**config.mk**
```make
export PLATFORM = sky130hd
export DESIGN_NAME = board_reply_deframer_top
export DESIGN_NICKNAME = d
export VERILOG_FILES = /design/src/hdl/brd_pkg.sv /design/src/hdl/board_reply_deframer_top.sv
export SDC_FILE = /design/constraint.sdc
export NUM_CORES = 1
export LEC_CHECK = 0
export ABC_CLOCK_PERIOD_IN_PS = 7400
export BUFFER_PORTS_ARGS = -buffer_cell sky130_fd_sc_hd__buf_2
export CAP_MARGIN = 20
export CORE_UTILIZATION = 62
export CTS_CLUSTER_DIAMETER = 40
export DETAILED_ROUTE_END_ITERATION = 6
export PLACE_DENSITY = 0.87
export SYNTH_ARGS = -nofsm -noshare
export SYNTH_HDL_FRONTEND = slang
export SYNTH_SLANG_ARGS = --single-unit
```
**constraint.sdc**
```tcl
create_clock -name clk_i -period 7.4 [get_ports clk_i]
set_clock_uncertainty 0.05 [all_clocks]
set_input_delay 0.74 -clock clk_i [delete_from_list [all_inputs] [get_ports clk_i]]
set_output_delay 0.74 -clock clk_i [all_outputs]
set_load 0.03 [all_outputs]
```
**src/hdl/brd_pkg.sv**
```systemverilog
// shared types and constants for the board reply deframer
`default_nettype none

package brd_pkg;

  localparam logic [7:0] START_BYTE = 8'h7F;
  localparam logic [7:0] DIGIT_LO = 8'h30;
  localparam logic [7:0] DIGIT_HI = 8'h39;
  localparam logic [11:0] DECODE_OFFSET = 12'd1000;
  localparam logic [3:0] TARGET_RESET = 4'd1;

  typedef enum logic [1:0] {
    MSG_JUNK        = 2'd0,
    MSG_RESULT      = 2'd1,
    MSG_REPORT      = 2'd2,
    MSG_NO_RESPONSE = 2'd3
  } msg_type_e;

  // position inside a frame, frame kind folded in
  typedef enum logic [2:0] {
    ST_IDLE       = 3'd0,
    ST_RES_ID     = 3'd1,
    ST_RES_CODE   = 3'd2,
    ST_REP_ACC_HI = 3'd3,
    ST_REP_ACC_LO = 3'd4,
    ST_REP_DAT_HI = 3'd5,
    ST_REP_DAT_LO = 3'd6,
    ST_REP_CHECK  = 3'd7
  } frame_state_e;

  typedef struct packed {
    logic [7:0] rx_byte;
    logic       timeout;
  } in_item_t;

  typedef struct packed {
    msg_type_e          msg_type;
    logic [3:0]         source_unit;
    logic [7:0]         result_code;
    logic signed [11:0] acc_value;
    logic signed [11:0] dat_value;
    logic               programmed;
    logic               from_target;
  } out_item_t;

endpackage

`default_nettype wire

```
**src/hdl/board_reply_deframer_top.sv**
```systemverilog
// board reply deframer: byte-wise reply frame recognizer with registered in and out
//
// usage
//   input channel (in_valid_i / in_stall_o / in_data_i) carries one received
//   serial byte or a timeout mark per transaction
//   output channel (out_valid_o / out_stall_i / out_data_o) carries one decoded
//   reply per transaction: junk, result frame, report frame or no response
//   config channel (cfg_valid_i / cfg_ready_o / cfg_data_i) writes target_unit;
//   ready is always high, write only while the block is idle
// throughput
//   an accepted transaction waits in the input register, is decoded from there
//   and its result is offered from the result register; one transaction per
//   cycle sustained while the receiver does not stall, set by the single input
//   register and the single result register; bytes inside a frame give no result
// reset
//   frame tracking returns to waiting for a leading byte, target_unit is 1,
//   both channels empty
// stall behavior
//   while the result waits under out_stall_i the input register still takes a
//   byte; a byte whose turn comes while the result register is full and stalled
//   waits there and in_stall_o rises until the receiver takes the result
`default_nettype none

module board_reply_deframer_top (
  input  wire logic              clk_i,
  input  wire logic              rst_ni,
  input  wire logic              in_valid_i,
  output logic                   in_stall_o,
  input  wire brd_pkg::in_item_t in_data_i,
  output logic                   out_valid_o,
  input  wire logic              out_stall_i,
  output brd_pkg::out_item_t     out_data_o,
  input  wire logic              cfg_valid_i,
  output logic                   cfg_ready_o,
  input  wire logic [3:0]        cfg_data_i
);

  // configuration register
  logic [3:0] target_q;

  // input register
  logic              in_valid_q;
  brd_pkg::in_item_t in_data_q;

  // frame tracking state
  brd_pkg::frame_state_e state_q, state_d;
  logic [7:0]  id_q, id_d;
  logic [10:0] acc_q, acc_d;
  logic [10:0] dat_q, dat_d;
  logic [7:0]  sum_q, sum_d;

  // result register
  logic               out_valid_q;
  brd_pkg::out_item_t out_data_q;

  // decode step outputs
  logic               advance;
  logic               step;
  logic               res_valid;
  brd_pkg::out_item_t res;
  logic [7:0]         b;
  logic               id_is_digit;
  logic               b_is_digit;
  logic [3:0]         id_unit;

  // result register free or being emptied this cycle
  assign advance     = !out_valid_q || !out_stall_i;
  assign step        = in_valid_q && advance;
  assign in_stall_o  = in_valid_q && !advance;
  assign cfg_ready_o = 1'b1;
  assign out_valid_o = out_valid_q;
  assign out_data_o  = out_data_q;

  assign b           = in_data_q.rx_byte;
  assign b_is_digit  = (b >= brd_pkg::DIGIT_LO) && (b <= brd_pkg::DIGIT_HI);
  assign id_is_digit = (id_q >= brd_pkg::DIGIT_LO) && (id_q <= brd_pkg::DIGIT_HI);
  assign id_unit     = 4'(id_q - brd_pkg::DIGIT_LO);

  always_ff @(posedge clk_i or negedge rst_ni) begin
    if (!rst_ni) begin
      target_q <= brd_pkg::TARGET_RESET;
    end else if (cfg_valid_i && cfg_ready_o) begin
      target_q <= cfg_data_i;
    end
  end

  // input register takes a transaction whenever it is not held
  always_ff @(posedge clk_i or negedge rst_ni) begin
    if (!rst_ni) begin
      in_valid_q <= 1'b0;
    end else if (!in_stall_o) begin
      in_valid_q <= in_valid_i;
    end
  end

  always_ff @(posedge clk_i) begin
    if (in_valid_i && !in_stall_o) begin
      in_data_q <= in_data_i;
    end
  end

  // frame state
  always_ff @(posedge clk_i or negedge rst_ni) begin
    if (!rst_ni) begin
      state_q <= brd_pkg::ST_IDLE;
      id_q    <= '0;
      acc_q   <= '0;
      dat_q   <= '0;
      sum_q   <= '0;
    end else begin
      state_q <= state_d;
      id_q    <= id_d;
      acc_q   <= acc_d;
      dat_q   <= dat_d;
      sum_q   <= sum_d;
    end
  end

  // next state and result for one byte
  always_comb begin
    state_d   = state_q;
    id_d      = id_q;
    acc_d     = acc_q;
    dat_d     = dat_q;
    sum_d     = sum_q;
    res_valid = 1'b0;
    res       = '0;
    if (step) begin
      if (in_data_q.timeout) begin
        // drop any partial frame
        state_d      = brd_pkg::ST_IDLE;
        id_d         = '0;
        acc_d        = '0;
        dat_d        = '0;
        sum_d        = '0;
        res_valid    = 1'b1;
        res.msg_type = brd_pkg::MSG_NO_RESPONSE;
      end else begin
        unique case (state_q)
          brd_pkg::ST_IDLE: begin
            if (b == brd_pkg::START_BYTE) begin
              state_d = brd_pkg::ST_RES_ID;
            end else if (b_is_digit) begin
              state_d = brd_pkg::ST_REP_ACC_HI;
              id_d    = b;
              acc_d   = '0;
              dat_d   = '0;
              sum_d   = '0;
            end else begin
              res_valid    = 1'b1;
              res.msg_type = brd_pkg::MSG_JUNK;
            end
          end
          brd_pkg::ST_RES_ID: begin
            id_d    = b;
            state_d = brd_pkg::ST_RES_CODE;
          end
          brd_pkg::ST_RES_CODE: begin
            state_d   = brd_pkg::ST_IDLE;
            id_d      = '0;
            acc_d     = '0;
            dat_d     = '0;
            sum_d     = '0;
            res_valid = 1'b1;
            if (id_is_digit) begin
              res.msg_type    = brd_pkg::MSG_RESULT;
              res.source_unit = id_unit;
              res.result_code = b;
              res.from_target = (id_unit == target_q);
            end else begin
              res.msg_type = brd_pkg::MSG_JUNK;
            end
          end
          brd_pkg::ST_REP_ACC_HI: begin
            acc_d   = {b[3:0], 7'b0};
            sum_d   = sum_q - b;
            state_d = brd_pkg::ST_REP_ACC_LO;
          end
          brd_pkg::ST_REP_ACC_LO: begin
            acc_d   = {acc_q[10:7], b[6:0]};
            sum_d   = sum_q - b;
            state_d = brd_pkg::ST_REP_DAT_HI;
          end
          brd_pkg::ST_REP_DAT_HI: begin
            dat_d   = {b[3:0], 7'b0};
            sum_d   = sum_q - b;
            state_d = brd_pkg::ST_REP_DAT_LO;
          end
          brd_pkg::ST_REP_DAT_LO: begin
            dat_d   = {dat_q[10:7], b[6:0]};
            sum_d   = sum_q - b;
            state_d = brd_pkg::ST_REP_CHECK;
          end
          brd_pkg::ST_REP_CHECK: begin
            state_d   = brd_pkg::ST_IDLE;
            id_d      = '0;
            acc_d     = '0;
            dat_d     = '0;
            sum_d     = '0;
            res_valid = 1'b1;
            // check byte low six bits against negated sum over four
            if (b[5:0] == sum_q[7:2]) begin
              res.msg_type    = brd_pkg::MSG_REPORT;
              res.source_unit = id_unit;
              res.acc_value   = $signed({1'b0, acc_q} - brd_pkg::DECODE_OFFSET);
              res.dat_value   = $signed({1'b0, dat_q} - brd_pkg::DECODE_OFFSET);
              res.programmed  = b[6];
              res.from_target = (id_unit == target_q);
            end else begin
              res.msg_type = brd_pkg::MSG_JUNK;
            end
          end
          default: begin
            state_d = brd_pkg::ST_IDLE;
          end
        endcase
      end
    end
  end

  // result register
  always_ff @(posedge clk_i or negedge rst_ni) begin
    if (!rst_ni) begin
      out_valid_q <= 1'b0;
    end else if (advance) begin
      out_valid_q <= res_valid;
    end
  end

  always_ff @(posedge clk_i) begin
    if (advance && res_valid) begin
      out_data_q <= res;
    end
  end

endmodule

`default_nettype wire

```
==> flow_metrics.tcl <==
set metrics [dict create \
    hold_viol_final 0 \
    yosys_warnings 0 \
    cp-start-kind "flip-flop" \
    critical_path_arrival_ns 2.60 \
    cts_root_buffer "clkbuf_8" \
    cts_tree "yes" \
    min_period_ns 2.65 \
    synth_common_cells "edfxtp_1, dfrtp_1, nor2_1, nand2_1, inv_1" \
    path_class "reg -> reg" \
    slew_viol_final 0 \
    synth_cells 392 \
    area_growth_pct 12.8 \
    drt-initial-drc-count 193 \
    clock_path_buffers 2 \
    start_util_pct 65.1 \
    ctsHoldBuffers 0 \
    post-route-util_pct 73.4 \
    p_leak_nw 2.11 \
    post-place-cells 535 \
    antenna_found_initial 0 \
    ys_types 49 \
    drive_above_1_share_pct 19.7 \
    crit_family "simple AND/OR/NAND/NOR gates" \
    post_dp_cell_area_mm2 0.00485 \
    track_usage_pct 24.9 \
    diodes 0 \
    min_period_over_period_pct 35.9 \
    synth_edf_count 49 \
    worstMarginPinSlew_ns 1.04 \
    vias 3148 \
    grt_pass1_wl_mm 14.1 \
    fin_ws_ns 4.75 \
    synth_ff_type "edfxtp_1" \
    drtAntennaViolNets 0 \
    drc_errors 0 \
    cts-resized-gates 0 \
    dpl.hpwl_mm 5.99 \
    cts.sinks 96 \
    rsz0062_at_grt "no" \
    ios 61 \
    portBuffers 59 \
    cp_max_fo 40 \
    cts_setup_buffers 0 \
    pre_cts_ws_ns 4.69 \
    fmax_ghz 0.377 \
    syn_area_mm2 0.00449 \
    globalplace.congestion 0.940 \
    nets 479 \
    max_stage_delay_ns 0.78 \
    drt-total-wl_mm 8.62 \
    crit_required_ns 7.34 \
    final_cells 552 \
    fillers 485 \
    ys_seq_elements 96 \
    htreeDepth 3 \
    slowest_stage "nor2_4" \
    grt_pass1_vias 2970 \
    yosys.area.top_type_share_pct 32.7 \
    end_kind "flip-flop" \
    setup_viol 0 \
    numCtsBuffers 9 \
    status "finished, final reports clean" \
    power.density_mw_per_mm2 281 \
    die_w_um 87.1 \
    cp_cell_sequence "xnor2_1 -> a21oi_1 -> o31a_1 -> nor2_4" \
    clk_latency_ns 0.36 \
    ys_async_sr_fraction_pct 49.0 \
    crit_buf_inv 0 \
    max_slew_margin_pct 30.5 \
    path_depth 4 \
    ys_seq_area_share_pct 59.0 \
    wl_per_cell_um 15.6 \
    ir_worst_vdd_mv 0.153 \
    final_area_mm2 0.00507 \
    cts.reportedPaths.clkPinSlew_ns 0.09 \
    die_area_mm2 0.00759 \
    hold_path.class "in -> async" \
    reg2reg_depth 4 \
    timing.setup.tns_ns 0 \
    syn-num-nets 420 \
    yosys.area.top_type "edfxtp_1" \
    drt_first_pass_iters 5 \
    viasPerCell 5.70 \
    avgSynthCellArea_um2 11.5 \
    rows 30 \
    grt_overflow 0 \
    dieHeight_um 87.1 \
    core_mm2 0.00691 \
    grt_max_degree 48 \
    synth.area.top_cells "edfxtp_1, dfrtp_1, nor2_1" \
    yosysMostFrequentCell "edfxtp_1" \
    cap_violations 0 \
]
==> worst paths after layout <==
path                                        start                           end  slack, ns
min                                        rst_ni          dat_q[4]$_DFFE_PN0P_       0.31
max                        state_q[2]$_DFFE_PN0P_  out_data_o[26]$_SDFFCE_PP0P_       4.75
max in group asynchronous                  rst_ni       target_q[0]$_DFFE_PN1P_       6.40
min reg2reg                   id_q[4]$_DFFE_PN0P_           id_q[4]$_DFFE_PN0P_       0.44
max reg2reg                state_q[2]$_DFFE_PN0P_  out_data_o[26]$_SDFFCE_PP0P_       4.75
min in group clk_i            id_q[4]$_DFFE_PN0P_           id_q[4]$_DFFE_PN0P_       0.44
==> state kept, by name, indices dropped and copies added, names as in the netlist <==
signal and count:
in_data_q 1, out_data_o 40, target_q 4, sum_q 8, in_valid_q 1, out_valid_o 1
dat_q 11, acc_q 11, id_q 8, state_q 3, b 8
==> cells in the final DEF, fill, tap and decap left out, types with 2 or more instances in the layout <==
cell type	Yosys	layout
buf_2	4	59
edfxtp_1	49	49
dfrtp_1	46	46
nor2_1	44	43
nand2_1	40	40
inv_1	25	25
o21ai_0	19	19
xnor2_1	17	17
a22o_1	14	14
a21oi_1	11	11
xor2_1	11	11
ha_1	9	9
clkbuf_8	0	9
nor4_1	8	8
and2_1	7	7
mux2_2	7	7
nor3_1	7	7
mux2i_1	7	7
nor2b_1	6	6
a211oi_1	5	5
nand4_1	4	4
nand2b_1	4	4
o31ai_1	4	4
nand3_1	3	3
o21a_1	3	3
a21o_1	3	3
and3_1	3	3
o211ai_1	2	2
a211oi_2	2	2
o2111ai_1	2	2
inv_6	0	2
clkinvlp_4	0	2
==> layout make-up <==
class	count	area [um2]	share of cell area, %
repair buffers	61	330	6.52
inverters	25	93.8	1.85
clock buffers	10	128	2.52
well taps	96	120	2.37
flip-flops and latches	96	2650	52.2
clock inverters	6	67.6	1.33
multi-input cells	258	1680	33.2
==> metrics by stage <==
stage,power (mW),hold WS [ns]
final,1.42,0.307
after global routing,1.49,0.349
after CTS,1.42,0.441
after detailed placement,1.09,0.420
after global placement,1.08,0.410
after floorplan,0.996,0.392
==> cells by family after synthesis <==
family,share of synthesized area [%]
XOR/XNOR,5.46
other,0.0835
buffers and inverters,3.79
AND/OR/NAND/NOR,13.3
multiplexers,3.82
AO/OA/AOI/OAI,11.6
adder cells (fa/ha/maj),2.95
flip-flops,59.0
==> power breakdown <==
group / internal (mW) / switching (mW)
sequential: 0.656 / 0.0723
combinational: 0.117 / 0.239
clock: 0.158 / 0.181
==> per-layer routing <==
| layer | routed length (um) | track usage (%) | vias up |
|---|---|---|---|
| met5 | 0 | 0 | - |
| met4 | 284 | 11.9 | 0 |
| li1 | - | - | 1505 |
| met2 | 4220 | 40.8 | 122 |
| met3 | 480 | 4.08 | 23 |
| met1 | 3640 | 32.6 | 1498 |
Power figures use the tool's default switching activity.
